[src/rtl/bqhp_pkg.sv]
// ----------------------------------------------------------------------------
// bqhp_pkg: shared types and constants
// Word formats, register indexes and the CORDIC angle table for the
// high-pass biquad coefficient generator.
// ----------------------------------------------------------------------------
package bqhp_pkg;

    localparam int CordicSteps = 32;
    localparam int AtanEntries = 40;
    localparam int MaxFrac     = 30;
    localparam logic signed [35:0] CordicGainQ30 = 36'sd652032874;
    localparam logic signed [35:0] OneQ30        = 36'sd1073741824;

    localparam logic [0:0] CFG_SAMPLE_RATE = 1'b0;
    localparam logic [0:0] CFG_FRAC_BITS   = 1'b1;

    localparam logic [17:0] SampleRateReset = 18'd96000;
    localparam logic [4:0]  FracBitsReset   = 5'd23;

    typedef struct packed {
        logic [16:0] cutoff_hz;
        logic [15:0] q_value;
    } in_word_t;

    typedef struct packed {
        logic [2:0]         coeff_index;
        logic signed [31:0] coeff_value;
        logic               last;
    } out_word_t;

    // one ratio job handed from the front part to the back part;
    // alpha reaches about 2^37 when Q is at its smallest
    typedef struct packed {
        logic signed [39:0] num;
        logic signed [39:0] den;
        logic [4:0]         fb;
        logic [2:0]         idx;
    } job_t;

    function automatic logic [31:0] atan_turn(input logic [5:0] i);
        logic [31:0] r;
        begin
            case (i)
                6'd0:  r = 32'h20000000;  6'd1:  r = 32'h12E4051E;
                6'd2:  r = 32'h09FB385B;  6'd3:  r = 32'h051111D4;
                6'd4:  r = 32'h028B0D43;  6'd5:  r = 32'h0145D7E1;
                6'd6:  r = 32'h00A2F61E;  6'd7:  r = 32'h00517C55;
                6'd8:  r = 32'h0028BE53;  6'd9:  r = 32'h00145F2F;
                6'd10: r = 32'h000A2F98;  6'd11: r = 32'h000517CC;
                6'd12: r = 32'h00028BE6;  6'd13: r = 32'h000145F3;
                6'd14: r = 32'h0000A2FA;  6'd15: r = 32'h0000517D;
                6'd16: r = 32'h000028BE;  6'd17: r = 32'h0000145F;
                6'd18: r = 32'h00000A30;  6'd19: r = 32'h00000518;
                6'd20: r = 32'h0000028C;  6'd21: r = 32'h00000146;
                6'd22: r = 32'h000000A3;  6'd23: r = 32'h00000051;
                6'd24: r = 32'h00000029;  6'd25: r = 32'h00000014;
                6'd26: r = 32'h0000000A;  6'd27: r = 32'h00000005;
                6'd28: r = 32'h00000003;  6'd29: r = 32'h00000001;
                6'd30: r = 32'h00000001;
                default: r = 32'h0;
            endcase
            return r;
        end
    endfunction

    typedef enum logic [2:0] {
        FE_IDLE, FE_PHASE, FE_CORDIC, FE_ALPHA, FE_EMIT
    } fe_state_t;

    typedef enum logic [1:0] {
        BE_IDLE, BE_INT, BE_FRAC, BE_DONE
    } be_state_t;

endpackage

[src/rtl/bqhp_front.sv]
// ----------------------------------------------------------------------------
// bqhp_front: request front end
// Forms the phase by restoring division, runs the CORDIC one step a cycle,
// divides for alpha and issues five ratio jobs into the queue.
// ----------------------------------------------------------------------------
module bqhp_front
    import bqhp_pkg::*;
(
    input  logic          clk,
    input  logic          rst_n,
    input  in_word_t      in_word,
    input  logic          in_valid,
    output logic          in_ready,
    input  logic [17:0]   sample_rate_hz,
    input  logic [4:0]    frac_bits,
    output job_t          job,
    output logic          job_valid,
    input  logic          job_ready
);

    fe_state_t          state_reg, state_next;
    logic [5:0]         cnt_reg, cnt_next;
    logic [48:0]        rem_reg, rem_next;     // dividend bits still to bring down
    logic [17:0]        pr_reg, pr_next;       // partial remainder
    logic [31:0]        quo_reg, quo_next;
    logic signed [35:0] x_reg, x_next, y_reg, y_next;
    logic signed [33:0] z_reg, z_next;
    logic [15:0]        q_reg, q_next;
    logic [4:0]         fb_reg, fb_next;
    logic [2:0]         idx_reg, idx_next;
    logic [36:0]        arem_reg, arem_next;
    logic [37:0]        aquo_reg, aquo_next;
    logic               aneg_reg, aneg_next;
    logic signed [36:0] cs_reg, cs_next, sn_reg, sn_next;

    logic signed [35:0] dx, dy;
    logic [19:0]        trial;
    logic [38:0]        atrial;
    logic signed [39:0] alpha, a0, onepc;
    logic [36:0]        snmag;

    assign dx     = y_reg >>> cnt_reg;
    assign dy     = x_reg >>> cnt_reg;
    assign trial  = {1'b0, pr_reg, rem_reg[48]} - {2'b0, sample_rate_hz};
    assign atrial = {1'b0, arem_reg, aquo_reg[37]} - {23'd0, q_reg};
    assign alpha  = aneg_reg ? -$signed({2'b0, aquo_reg}) : $signed({2'b0, aquo_reg});
    assign a0     = 40'(OneQ30) + alpha;
    assign onepc  = 40'(OneQ30) + 40'(cs_reg);
    assign snmag  = sn_reg[36] ? 37'(-sn_reg) : sn_reg;

    // sequence one request
    always_comb
    begin
        state_next = state_reg;
        cnt_next = cnt_reg;
        rem_next = rem_reg;
        pr_next = pr_reg;
        quo_next = quo_reg;
        x_next = x_reg; y_next = y_reg; z_next = z_reg;
        q_next = q_reg; fb_next = fb_reg; idx_next = idx_reg;
        arem_next = arem_reg; aquo_next = aquo_reg; aneg_next = aneg_reg;
        cs_next = cs_reg; sn_next = sn_reg;
        in_ready = 1'b0;
        job_valid = 1'b0;
        job = '0;
        case (state_reg)
            FE_IDLE:
            begin
                in_ready = 1'b1;
                if (in_valid)
                begin
                    rem_next = {in_word.cutoff_hz, 32'd0};
                    pr_next = '0;
                    quo_next = '0;
                    cnt_next = '0;
                    q_next = (in_word.q_value == 16'd0) ? 16'd1 : in_word.q_value;
                    fb_next = (frac_bits > 5'(MaxFrac)) ? 5'(MaxFrac) : frac_bits;
                    state_next = FE_PHASE;
                end
            end
            FE_PHASE:
            begin
                // one quotient bit of cutoff * 2^32 / rate per cycle, keep low 32
                if (!trial[19])
                begin
                    pr_next = trial[17:0];
                    quo_next = {quo_reg[30:0], 1'b1};
                end
                else
                begin
                    pr_next = {pr_reg[16:0], rem_reg[48]};
                    quo_next = {quo_reg[30:0], 1'b0};
                end
                rem_next = {rem_reg[47:0], 1'b0};
                cnt_next = cnt_reg + 6'd1;
                if (cnt_reg == 6'd48)
                begin
                    if (sample_rate_hz == 18'd0)
                        quo_next = '0;
                    x_next = CordicGainQ30;
                    y_next = '0;
                    z_next = {4'd0, quo_next[29:0]};
                    cnt_next = '0;
                    state_next = FE_CORDIC;
                end
            end
            FE_CORDIC:
            begin
                if (!z_reg[33])
                begin
                    x_next = x_reg - dx; y_next = y_reg + dy;
                    z_next = z_reg - $signed({2'b0, atan_turn(cnt_reg)});
                end
                else
                begin
                    x_next = x_reg + dx; y_next = y_reg - dy;
                    z_next = z_reg + $signed({2'b0, atan_turn(cnt_reg)});
                end
                cnt_next = cnt_reg + 6'd1;
                if (cnt_reg == 6'(CordicSteps - 1))
                begin
                    case (quo_reg[31:30])
                        2'd0: begin cs_next = 37'(x_next);  sn_next = 37'(y_next);  end
                        2'd1: begin cs_next = -37'(y_next); sn_next = 37'(x_next);  end
                        2'd2: begin cs_next = -37'(x_next); sn_next = -37'(y_next); end
                        default: begin cs_next = 37'(y_next); sn_next = -37'(x_next); end
                    endcase
                    cnt_next = '0;
                    state_next = FE_ALPHA;
                end
            end
            FE_ALPHA:
            begin
                // |sn|*128 / q, restoring, 38 quotient bits
                if (cnt_reg == 6'd0)
                begin
                    aneg_next = sn_reg[36];
                    arem_next = '0;
                    aquo_next = {snmag[30:0], 7'd0};
                end
                else
                begin
                    if (!atrial[38])
                        arem_next = atrial[36:0];
                    else
                        arem_next = {arem_reg[35:0], aquo_reg[37]};
                    if (!atrial[38])
                        aquo_next = {aquo_reg[36:0], 1'b1};
                    else
                        aquo_next = {aquo_reg[36:0], 1'b0};
                end
                cnt_next = cnt_reg + 6'd1;
                if (cnt_reg == 6'd38)
                begin
                    idx_next = '0;
                    state_next = FE_EMIT;
                end
            end
            FE_EMIT:
            begin
                job_valid = 1'b1;
                job.fb = fb_reg;
                job.idx = idx_reg;
                case (idx_reg)
                    3'd0, 3'd2: begin job.num = onepc; job.den = a0 <<< 1; end
                    3'd1:       begin job.num = -onepc; job.den = a0; end
                    3'd3:       begin job.num = 40'(cs_reg) <<< 1; job.den = a0; end
                    default:    begin job.num = alpha - 40'(OneQ30); job.den = a0; end
                endcase
                if (job_ready)
                begin
                    idx_next = idx_reg + 3'd1;
                    if (idx_reg == 3'd4)
                        state_next = FE_IDLE;
                end
            end
            default: state_next = FE_IDLE;
        endcase
    end

    // hold sequencing state
    always_ff @(posedge clk or negedge rst_n)
    begin
        if (!rst_n)
        begin
            state_reg <= FE_IDLE;
            cnt_reg <= '0;
            idx_reg <= '0;
        end
        else
        begin
            state_reg <= state_next;
            cnt_reg <= cnt_next;
            idx_reg <= idx_next;
        end
    end

    // advance datapath
    always_ff @(posedge clk)
    begin
        rem_reg <= rem_next; pr_reg <= pr_next; quo_reg <= quo_next;
        x_reg <= x_next; y_reg <= y_next; z_reg <= z_next;
        q_reg <= q_next; fb_reg <= fb_next;
        arem_reg <= arem_next; aquo_reg <= aquo_next; aneg_reg <= aneg_next;
        cs_reg <= cs_next; sn_reg <= sn_next;
    end

endmodule

[src/rtl/bqhp_fifo.sv]
// ----------------------------------------------------------------------------
// bqhp_fifo: job queue
// Two-entry queue between the front end and the divider back end.
// ----------------------------------------------------------------------------
module bqhp_fifo
    import bqhp_pkg::*;
(
    input  logic clk,
    input  logic rst_n,
    input  job_t wr_job,
    input  logic wr_valid,
    output logic wr_ready,
    output job_t rd_job,
    output logic rd_valid,
    input  logic rd_ready
);

    job_t       mem_reg [2];
    logic       wptr_reg, rptr_reg;
    logic [1:0] cnt_reg;
    logic       do_wr, do_rd;

    assign wr_ready = (cnt_reg != 2'd2);
    assign rd_valid = (cnt_reg != 2'd0);
    assign rd_job   = mem_reg[rptr_reg];
    assign do_wr    = wr_valid && wr_ready;
    assign do_rd    = rd_valid && rd_ready;

    // store word
    always_ff @(posedge clk)
    begin
        if (do_wr)
            mem_reg[wptr_reg] <= wr_job;
    end

    // advance pointers
    always_ff @(posedge clk or negedge rst_n)
    begin
        if (!rst_n)
        begin
            wptr_reg <= 1'b0;
            rptr_reg <= 1'b0;
            cnt_reg  <= '0;
        end
        else
        begin
            if (do_wr) wptr_reg <= ~wptr_reg;
            if (do_rd) rptr_reg <= ~rptr_reg;
            cnt_reg <= cnt_reg + 2'(do_wr) - 2'(do_rd);
        end
    end

endmodule

[src/rtl/bqhp_back.sv]
// ----------------------------------------------------------------------------
// bqhp_back: ratio divider
// Scales num/den by 2^fb with a restoring divider, truncates and saturates,
// and holds the result word in an output register.
// ----------------------------------------------------------------------------
module bqhp_back
    import bqhp_pkg::*;
(
    input  logic      clk,
    input  logic      rst_n,
    input  job_t      job,
    input  logic      job_valid,
    output logic      job_ready,
    output out_word_t out_word,
    output logic      out_valid,
    input  logic      out_ready
);

    be_state_t   state_reg, state_next;
    logic [39:0] un_reg, un_next, ud_reg, ud_next;
    logic [40:0] rem_reg, rem_next;
    logic [39:0] ip_reg, ip_next;
    logic [31:0] f_reg, f_next;
    logic [5:0]  cnt_reg, cnt_next;
    logic [4:0]  fb_reg, fb_next;
    logic [2:0]  idx_reg, idx_next;
    logic        neg_reg, neg_next;
    logic        nz_reg, nz_next;
    out_word_t   ow_reg, ow_next;
    logic        ov_reg, ov_next;

    logic [41:0] itrial, ftrial;
    logic [62:0] mag;
    logic [31:0] lim;

    assign lim    = 32'h8000_0000;
    assign itrial = {rem_reg, un_reg[39]} - {2'b0, ud_reg};
    assign ftrial = {rem_reg, 1'b0} - {2'b0, ud_reg};
    assign mag    = ({23'd0, ip_reg} << fb_reg) | {31'd0, f_reg};
    assign job_ready = (state_reg == BE_IDLE);
    assign out_word  = ow_reg;
    assign out_valid = ov_reg;

    // divide, one quotient bit a cycle
    always_comb
    begin
        state_next = state_reg;
        un_next = un_reg; ud_next = ud_reg; rem_next = rem_reg;
        ip_next = ip_reg; f_next = f_reg; cnt_next = cnt_reg;
        fb_next = fb_reg; idx_next = idx_reg; neg_next = neg_reg;
        nz_next = nz_reg;
        ow_next = ow_reg;
        ov_next = ov_reg && !out_ready;
        case (state_reg)
            BE_IDLE:
            begin
                if (job_valid)
                begin
                    un_next  = job.num[39] ? 40'(-job.num) : job.num;
                    ud_next  = job.den[39] ? 40'(-job.den) : job.den;
                    neg_next = job.num[39] ^ job.den[39];
                    nz_next  = (job.num == '0);
                    fb_next  = job.fb;
                    idx_next = job.idx;
                    rem_next = '0;
                    ip_next  = '0;
                    f_next   = '0;
                    cnt_next = '0;
                    state_next = BE_INT;
                end
            end
            BE_INT:
            begin
                if (!itrial[41])
                begin
                    rem_next = itrial[40:0];
                    ip_next  = {ip_reg[38:0], 1'b1};
                end
                else
                begin
                    rem_next = {rem_reg[39:0], un_reg[39]};
                    ip_next  = {ip_reg[38:0], 1'b0};
                end
                un_next = {un_reg[38:0], 1'b0};
                cnt_next = cnt_reg + 6'd1;
                if (cnt_reg == 6'd39)
                begin
                    cnt_next = '0;
                    state_next = (fb_reg == 5'd0) ? BE_DONE : BE_FRAC;
                end
            end
            BE_FRAC:
            begin
                if (!ftrial[41])
                begin
                    rem_next = ftrial[40:0];
                    f_next   = {f_reg[30:0], 1'b1};
                end
                else
                begin
                    rem_next = {rem_reg[39:0], 1'b0};
                    f_next   = {f_reg[30:0], 1'b0};
                end
                cnt_next = cnt_reg + 6'd1;
                if (cnt_reg == 6'(fb_reg - 5'd1))
                    state_next = BE_DONE;
            end
            BE_DONE:
            begin
                if (!ov_reg || out_ready)
                begin
                    ov_next = 1'b1;
                    ow_next.coeff_index = idx_reg;
                    ow_next.last = (idx_reg == 3'd4);
                    // drop to zero for a zero numerator, clamp on overflow or a zero divisor
                    if (nz_reg)
                        ow_next.coeff_value = '0;
                    else if (ud_reg == '0 || ip_reg > {8'd0, lim} ||
                             mag >= {31'd0, lim})
                        ow_next.coeff_value = neg_reg ? $signed(lim) : $signed(~lim);
                    else
                        ow_next.coeff_value = neg_reg ? -$signed(mag[31:0])
                                                      : $signed(mag[31:0]);
                    state_next = BE_IDLE;
                end
            end
            default: state_next = BE_IDLE;
        endcase
    end

    // hold control
    always_ff @(posedge clk or negedge rst_n)
    begin
        if (!rst_n)
        begin
            state_reg <= BE_IDLE;
            ov_reg <= 1'b0;
            cnt_reg <= '0;
        end
        else
        begin
            state_reg <= state_next;
            ov_reg <= ov_next;
            cnt_reg <= cnt_next;
        end
    end

    // advance datapath
    always_ff @(posedge clk)
    begin
        un_reg <= un_next; ud_reg <= ud_next; rem_reg <= rem_next;
        ip_reg <= ip_next; f_reg <= f_next; fb_reg <= fb_next;
        idx_reg <= idx_next; neg_reg <= neg_next; nz_reg <= nz_next;
        ow_reg <= ow_next;
    end

endmodule

[src/rtl/biquad_highpass_coefficient_gen.sv]
// ----------------------------------------------------------------------------
// biquad_highpass_coefficient_gen: high-pass biquad coefficient generator
// One request word (cutoff, Q) yields five coefficient words b0, b1, b2,
// -a1, -a2. A request is accepted, then goes through phase division, 32
// CORDIC steps and alpha division in the front end; each coefficient then
// runs through the back-end divider, integer bits first and then frac_bits
// fraction bits (frac_bits capped at 30); it takes a new job only after
// the last result word is in its output register, so output stalls hold
// it. The front end overlaps the next request with the back end's tail.
// ----------------------------------------------------------------------------
module biquad_highpass_coefficient_gen
    import bqhp_pkg::*;
(
    input  logic        clk,
    input  logic        rst_n,
    input  in_word_t    in_data,
    input  logic        in_valid,
    output logic        in_ready,
    output out_word_t   out_data,
    output logic        out_valid,
    input  logic        out_ready,
    input  logic        cfg_we,
    input  logic [0:0]  cfg_index,
    input  logic [17:0] cfg_data
);

    logic [17:0] rate_reg;
    logic [4:0]  fb_reg;
    job_t        fj, bj;
    logic        fj_valid, fj_ready, bj_valid, bj_ready;

    // write configuration registers
    always_ff @(posedge clk or negedge rst_n)
    begin
        if (!rst_n)
        begin
            rate_reg <= SampleRateReset;
            fb_reg   <= FracBitsReset;
        end
        else if (cfg_we)
        begin
            case (cfg_index)
                CFG_SAMPLE_RATE: rate_reg <= cfg_data;
                CFG_FRAC_BITS:   fb_reg   <= cfg_data[4:0];
                default: ;
            endcase
        end
    end

    bqhp_front u_front (
        .clk(clk), .rst_n(rst_n),
        .in_word(in_data), .in_valid(in_valid), .in_ready(in_ready),
        .sample_rate_hz(rate_reg), .frac_bits(fb_reg),
        .job(fj), .job_valid(fj_valid), .job_ready(fj_ready)
    );

    bqhp_fifo u_fifo (
        .clk(clk), .rst_n(rst_n),
        .wr_job(fj), .wr_valid(fj_valid), .wr_ready(fj_ready),
        .rd_job(bj), .rd_valid(bj_valid), .rd_ready(bj_ready)
    );

    bqhp_back u_back (
        .clk(clk), .rst_n(rst_n),
        .job(bj), .job_valid(bj_valid), .job_ready(bj_ready),
        .out_word(out_data), .out_valid(out_valid), .out_ready(out_ready)
    );

endmodule

[config.mk]
export PLATFORM = sky130hd
export DESIGN_NAME = biquad_highpass_coefficient_gen
export DESIGN_NICKNAME = d
export VERILOG_FILES = /design/src/rtl/bqhp_pkg.sv /design/src/rtl/bqhp_front.sv /design/src/rtl/bqhp_fifo.sv /design/src/rtl/bqhp_back.sv /design/src/rtl/biquad_highpass_coefficient_gen.sv
export SDC_FILE = /design/constraint.sdc
export NUM_CORES = 2
export LEC_CHECK = 0
export CAP_MARGIN = 30
export CORE_ASPECT_RATIO = 1.5
export CORE_MARGIN = 2
export CORE_UTILIZATION = 45
export DETAILED_ROUTE_END_ITERATION = 8
export DONT_BUFFER_PORTS = 1
export GPL_TIMING_DRIVEN = 0
export SLEW_MARGIN = 20
export SYNTH_ARGS = -nofsm -noshare
export SYNTH_HDL_FRONTEND = slang
export SYNTH_SLANG_ARGS = --single-unit
[constraint.sdc]
create_clock -name clk -period 18.2 [get_ports clk]
set_clock_uncertainty 0.1 [all_clocks]
set_input_delay 1.82 -clock clk [delete_from_list [all_inputs] [get_ports clk]]
set_output_delay 1.82 -clock clk [all_outputs]
set_load 0.02 [all_outputs]
---- Word level (Yosys, flattened, before mapping) ----
Memories as Yosys holds them, arrays and structs flattened.
Cells that the tools add are included.
storage, ports and cells
  bits in registers ....................... 663
  ROM bits ................................ 1920
  memories kept ........................... 3
  RAM bits ................................ 176
  input bits .............................. 57
  output and inout bits ................... 38
  latch bits .............................. 0
  word-level logic and storage cells ...... 234
operators by class
  muxes and demuxes ....................... 82
  magnitude comparators ................... 3
  shift operators ......................... 3
  add/subtract/negate cells ............... 27
  equality and inequality tests ........... 30
  bitwise logic cells ..................... 5
  reduce and logical (&&, ||, !) cells .... 43
  divide/modulo/power cells ............... 0
  $mul .................................... 0
memory list
  memory           words  width  read ports  clocked after memory_dff  write ports  RTL line         source
  (no name shown)  32     30     1           0                         0            bqhp_pkg.sv:43   case (i)
  (no name shown)  32     30     1           0                         0            bqhp_pkg.sv:43
  u_fifo.mem_reg   2      88     1           0                         1            bqhp_fifo.sv:18  job_t mem_reg [2];
operator list
  kind                                                                  number
  two-way mux 32 bit                                                    13
  case mux 80 bit (3 select lines)                                      1
  case mux 37 bit (3 select lines)                                      2
  two-way mux 36 bit                                                    6
  two-way mux 40 bit                                                    4
  case mux 40 bit (2 select lines)                                      2
  case mux 36 bit (2 select lines)                                      2
  case mux 32 bit (2 select lines)                                      2
  two-way mux 41 bit                                                    3
  case mux 41 bit (3 select lines)                                      1
  negation 40 bit                                                       3
  case mux 49 bit (2 select lines)                                      1
  two-way mux 88 bit                                                    1
  subtractor 42 x 40 -> 42 bit                                          2
  zero test 40 bit                                                      2
  negation 36 -> 37 bit                                                 2
  adder 36 bit                                                          2
  >>> shifter 36 x 6 -> 36 bit                                          2
  subtractor 36 bit                                                     2
  two-way mux 34 bit                                                    2
  case mux 34 bit (2 select lines)                                      1
  greater-or-equal comparator 63 x 32 -> 1 bit (second input constant)  1
  OR 63 x 32 -> 63 bit                                                  1
  left shift 40 x 5 -> 63 bit                                           1
  62 further kinds                                                      134

---- Logic depth before layout (Yosys ltp) ----
An unclocked memory read counts as a cell.
  depth in word-level cells ............... 7
  mapped depth ............................ 32
  mapped depth without buffers ............ 25

---- Cells and area by module ----
A second synthesis with hierarchy kept.
unflattened totals
  cell total of the unflattened synthesis .. 6924
  area, all modules ....................... 65043.6 um^2
by module, submodules not included
  module                           instances  area an instance (um^2)  cells an instance
  bqhp_front                       1          37255.7                  4413
  bqhp_back                        1          20274.4                  2170
  bqhp_fifo                        1          6578.8                   291
  biquad_highpass_coefficient_gen  1          934.6                    50

---- Least setup slack after synthesis ----
No wires, ideal clock.
  path type ............................... register to register
  start ................................... register u_front.cnt_reg[0]
  end ..................................... register u_front.x_reg[0] (enable)
  data arrival time ....................... 9.701 ns
  setup time .............................. 0.718 ns
  period minus slack after synthesis ...... 10.518 ns
  stages on the path, launching flop included .. 11
  path slack .............................. 7.682 ns
  path buffers ............................ 6
  data required time ...................... 17.382 ns
  cell sequence ........................... dfrtp_1 > buf_2 > buf_2 > buf_2 > buf_2 > buf_2 > inv_1 > ha_1 > clkbuf_1 > nand4_1 > o21ai_0
on the way
  longest elaborated chain between the ends .. 3
ends and longest elaborated chain
  item                                     RTL line           source
  start, declared                          bqhp_front.sv:22   logic [5:0] cnt_reg, cnt_next;
  start signal, assigned                   bqhp_front.sv:193  cnt_reg <= cnt_next;
  equality test 6 bit                      bqhp_front.sv:96   if (cnt_reg == 6'd48)
  != test 2 x 1 -> 1 bit (no source line)  --
  AND reduction 2 bit (no source line)     --
  end signal, assigned                     bqhp_front.sv:202  x_reg <= x_next; y_reg <= y_next; z_reg <= z_next;
  end, declared                            bqhp_front.sv:26   logic signed [35:0] x_reg, x_next, y_reg, y_next;
No other way between the ends.
A chain may end at the register's enable or synchronous reset.

---- Worst setup path in the final report ----
  start ................................... register u_front.cnt_reg[0]
  end ..................................... register u_front.cs_reg[31] (data pin)
on the way
  longest elaborated chain between the ends .. 6
  elaborated cells on any way between the ends .. 13
ends and longest elaborated chain
  item                                                    RTL line                              source
  >>> shifter 36 x 6 -> 36 bit, on equally long branches  bqhp_front.sv:42, bqhp_front.sv:43
  subtractor 36 bit (tied with other cells)               bqhp_front.sv:111                     x_next = x_reg - dx; y_next = y_reg + dy;
  two-way mux 36 bit                                      bqhp_front.sv:109                     if (!z_reg[33])
  two-way mux 36 bit                                      bqhp_front.sv:66                      case (state_reg)
  negation 36 -> 37 bit, on equally long branches         bqhp_front.sv:125, bqhp_front.sv:124
  case mux 37 bit (3 select lines) *                      bqhp_front.sv:122                     case (quo_reg[31:30])
  end signal, assigned                                    bqhp_front.sv:205                     cs_reg <= cs_next; sn_reg <= sn_next;
  end, declared                                           bqhp_front.sv:34                      logic signed [36:0] cs_reg, cs_next, sn_reg, sn_next;
Mark *: on every way between the ends. The rest lies on a longest branch, timed or not. The select of a mux whose other input is x is not followed.

==> flow_metrics.py <==
metrics = {
    "run_status": {
        "status": "finished, final reports clean",
    },
    "synth": {
        "synth-edff-count": 754,
        "syn-cell-area_um2": 63620,
        "synth.distinct_cells": 106,
        "synth_seq_cells": 802,
        "ys.flop_type": "edfxtp_1",
        "netlist_instances": 6889,
        "synthesis.nets": 7167,
        "yosysMostFrequentCell": "edfxtp_1",
        "yosysWarningCount": 0,
        "synthAdderAreaFrac_pct": 4.429,
        "synth_mux_area_share_pct": 10.81,
        "seq_area_frac_synth_pct": 37.50,
        "synth_top_family_by_area": "compound AO/OA/AOI/OAI gates",
        "ys_top_cells_by_count": "edfxtp_1, nand2_1, nor2_1, a21oi_1, o21ai_0",
        "synth-simple-area-share_pct": 17.70,
        "synthTopCellsByArea": "edfxtp_1, mux4_2, a21oi_1",
        "synth_compound_area_share_pct": 18.87,
        "async_flop_share_pct": 5.985,
        "synth-xor-area-share_pct": 6.553,
        "yosysTopAreaCellShare_pct": 35.59,
        "yosys.area.top_type": "edfxtp_1",
        "synth_area_per_cell_um2": 9.234,
    },
    "timing": {
        "setup_tns_ps": 0,
        "rsz0062_at_grt": "no",
        "setup_ws_ps": 6906,
        "finalCriticalPeriod_ps": 11290,
        "setup_viol": 0,
        "fin_crit_sh_pct": 62.05,
        "max_freq_ghz": 0.08854,
        "worstMarginPinSlew_ps": 1150,
        "slew_violations": 0,
        "relSlewSlack_pct": 23.35,
        "hold_viol": 0,
    },
    "route": {
        "finalWirelength_um": 298400,
        "dr_total_vias": 59170,
        "postRouteAntennaNets": 0,
        "routed_via_density": 6.544,
        "dr.pass1.iters": 9,
        "wl_per_cell_um": 33.01,
        "drtIter0Drc": 5895,
        "drcViolationCount": 0,
    },
    "clock_tree": {
        "post_cts_buffers": 0,
        "cts_tree": "done",
        "cts-root-buf": "clkbuf_16",
        "clk_pin_slew_worst_paths_ps": 60,
        "clk-insertion-delay-late_ps": 730,
        "clk_path_buf_depth": 3,
        "cts_resized": 0,
        "numCtsBuffers": 81,
        "clock_sinks": 802,
        "h-tree-depth": 3,
        "ctsHoldBuffers": 0,
    },
    "worst_hold_path": {
        "hold_class": "reg -> reg",
        "hp-start": "u_front.rem_reg[42]",
    },
    "setup_path": {
        "path_class": "reg -> reg",
        "max_stage_delay_ps": 740,
        "slowest_stage": "mux2i_1",
        "timing.rr.start": "u_front.cnt_reg[0]",
        "worstPathArrival_ps": 11690,
        "end_kind": "flip-flop",
        "cp_num_buf_inv": 7,
        "crit_fanout": 10,
        "critPathRequiredTime_ps": 18590,
        "cpLargestDelayFamily": "compound AO/OA/AOI/OAI gates",
        "worst_path_most_repeated_cell": "buf_2",
        "crit_path_start": "u_front.cnt_reg[0]",
        "crit_path_start_kind": "flip-flop",
    },
    "global_routing": {
        "grt_max_degree": 55,
        "grt_pass1_vias": 57770,
        "grt_pass1_wl_um": 419200,
        "track_usage_pct": 40.68,
        "gr-total-overflow": 0,
        "antenna_found_initial": 30,
    },
    "job": {
        "maxCapViolCount": 0,
    },
    "floorplanning": {
        "core_um2": 140800,
        "die_w_um": 311.0,
        "dieArea_um2": 144500,
        "ios": 95,
        "rows": 169,
        "start_util_pct": 45.17,
        "die_h_um": 464.5,
    },
    "cells_and_area": {
        "largest_reg_flops": 176,
        "area_growth_pct": 10.36,
        "final_nets": 7346,
        "fillCellCount": 13410,
        "final_layout_size_suffix_gt1_share_pct": 10.09,
    },
    "placement": {
        "dp_slack_ps": 7436,
        "place_hpwl_um": 234900,
        "io_buffers": 0,
        "gp_congestion": 1.164,
    },
}
[worst register-to-register path: cells and delay by family, from the launching register on]
kind | cells | cell delay, ps
DFF | 1 | 430
AOI/OAI and AO/OA | 9 | 2970
and+or+nand+nor | 8 | 2280
xor gates and xnor gates | 1 | 570
muxes | 3 | 1470
buffers and inverters | 7 | 2690
adders and majority gates | 2 | 560
[final cells by class]
class / count / area (um^2) / area share (%)
Buffer: 449 / 1780 / 2.536
Clock buffer: 91 / 2096 / 2.985
Tap cell: 1881 / 2354 / 3.352
Clock inverter: 57 / 695.7 / 0.9909
Multi-Input combinational cell: 5405 / 37350 / 53.20
Sequential cell: 802 / 23860 / 33.98
Inverter: 233 / 879.6 / 1.253
Timing Repair Buffer: 96 / 1127 / 1.606
Antenna cell: 27 / 67.56 / 0.09624
[path summary, 6_finish.rpt]
path | endpoint | slack [ps] | cells past startpoint
worst max-delay path | u_front.cs_reg[31] | 6910 | 30
worst min-delay path | u_front.rem_reg[43] | 420 | 2
worst max register to register | u_front.cs_reg[31] | 6910 | 30
worst min register to register | u_front.rem_reg[43] | 420 | 2
max in group asynchronous | fb_reg[1] | 17080 | 0
min in group asynchronous | u_front.idx_reg[2] | 700 | 0
[routing by layer]
layer	global-route usage, %	routed length, um
met2	70.56	147200
met4	44.31	39080
met5	0	59
met1	36.78	91580
met3	10.52	20520
[stage by stage]
stage          utilization [%]  cell area, um^2  std cells  hold slack, ps
2_1_floorplan                -            63620       6889           317.6
3_3_place_gp             46.84            65970       8770           379.2
3_5_place_dp             47.58            67000       8836           401.2
4_1_cts                  49.56            69790       8984           416.8
5_1_grt                  49.83            70180       9029           440.5
6_report                 49.85            70210       9041           416.9
[logic make-up after synthesis]
| group | after synthesis |
|---|---|
| AOI/OAI and AO/OA | 1869 |
| xor gates and xnor gates | 476 |
| adders and majority gates | 221 |
| buffers and inverters | 682 |
| DFF | 802 |
| muxes | 506 |
| and+or+nand+nor | 2333 |
[cell usage in the layout (no fill, tap or decap), types with 38 or more instances in the layout]
master / Yosys / routed
mux4_2: 129 / 129
a21o_1: 85 / 85
o31ai_1: 55 / 54
nor3_1: 171 / 167
and2_1: 168 / 165
o21a_1: 41 / 38
nor4_1: 64 / 63
inv_1: 228 / 226
a22oi_1: 67 / 67
nor2_1: 599 / 597
ha_1: 214 / 214
nand4_1: 77 / 77
nor2b_1: 87 / 86
a31oi_1: 72 / 72
nand2_1: 694 / 694
o22ai_1: 46 / 46
xnor2_1: 253 / 246
or3_1: 41 / 41
buf_2: 48 / 62
clkbuf_1: 343 / 338
nand3_1: 143 / 143
a211oi_1: 106 / 104
o21ai_0: 441 / 437
a21oi_1: 537 / 536
or2_2: 41 / 40
and3_1: 58 / 58
buf_1: 55 / 52
mux2_2: 156 / 156
xor2_1: 223 / 220
clkbuf_16: 0 / 82
nand2b_1: 64 / 64
mux2i_1: 221 / 221
edfxtp_1: 754 / 754
Power is not shown: default switching activity piles up to over one toggle a cycle in this logic, so the estimate is an artifact.
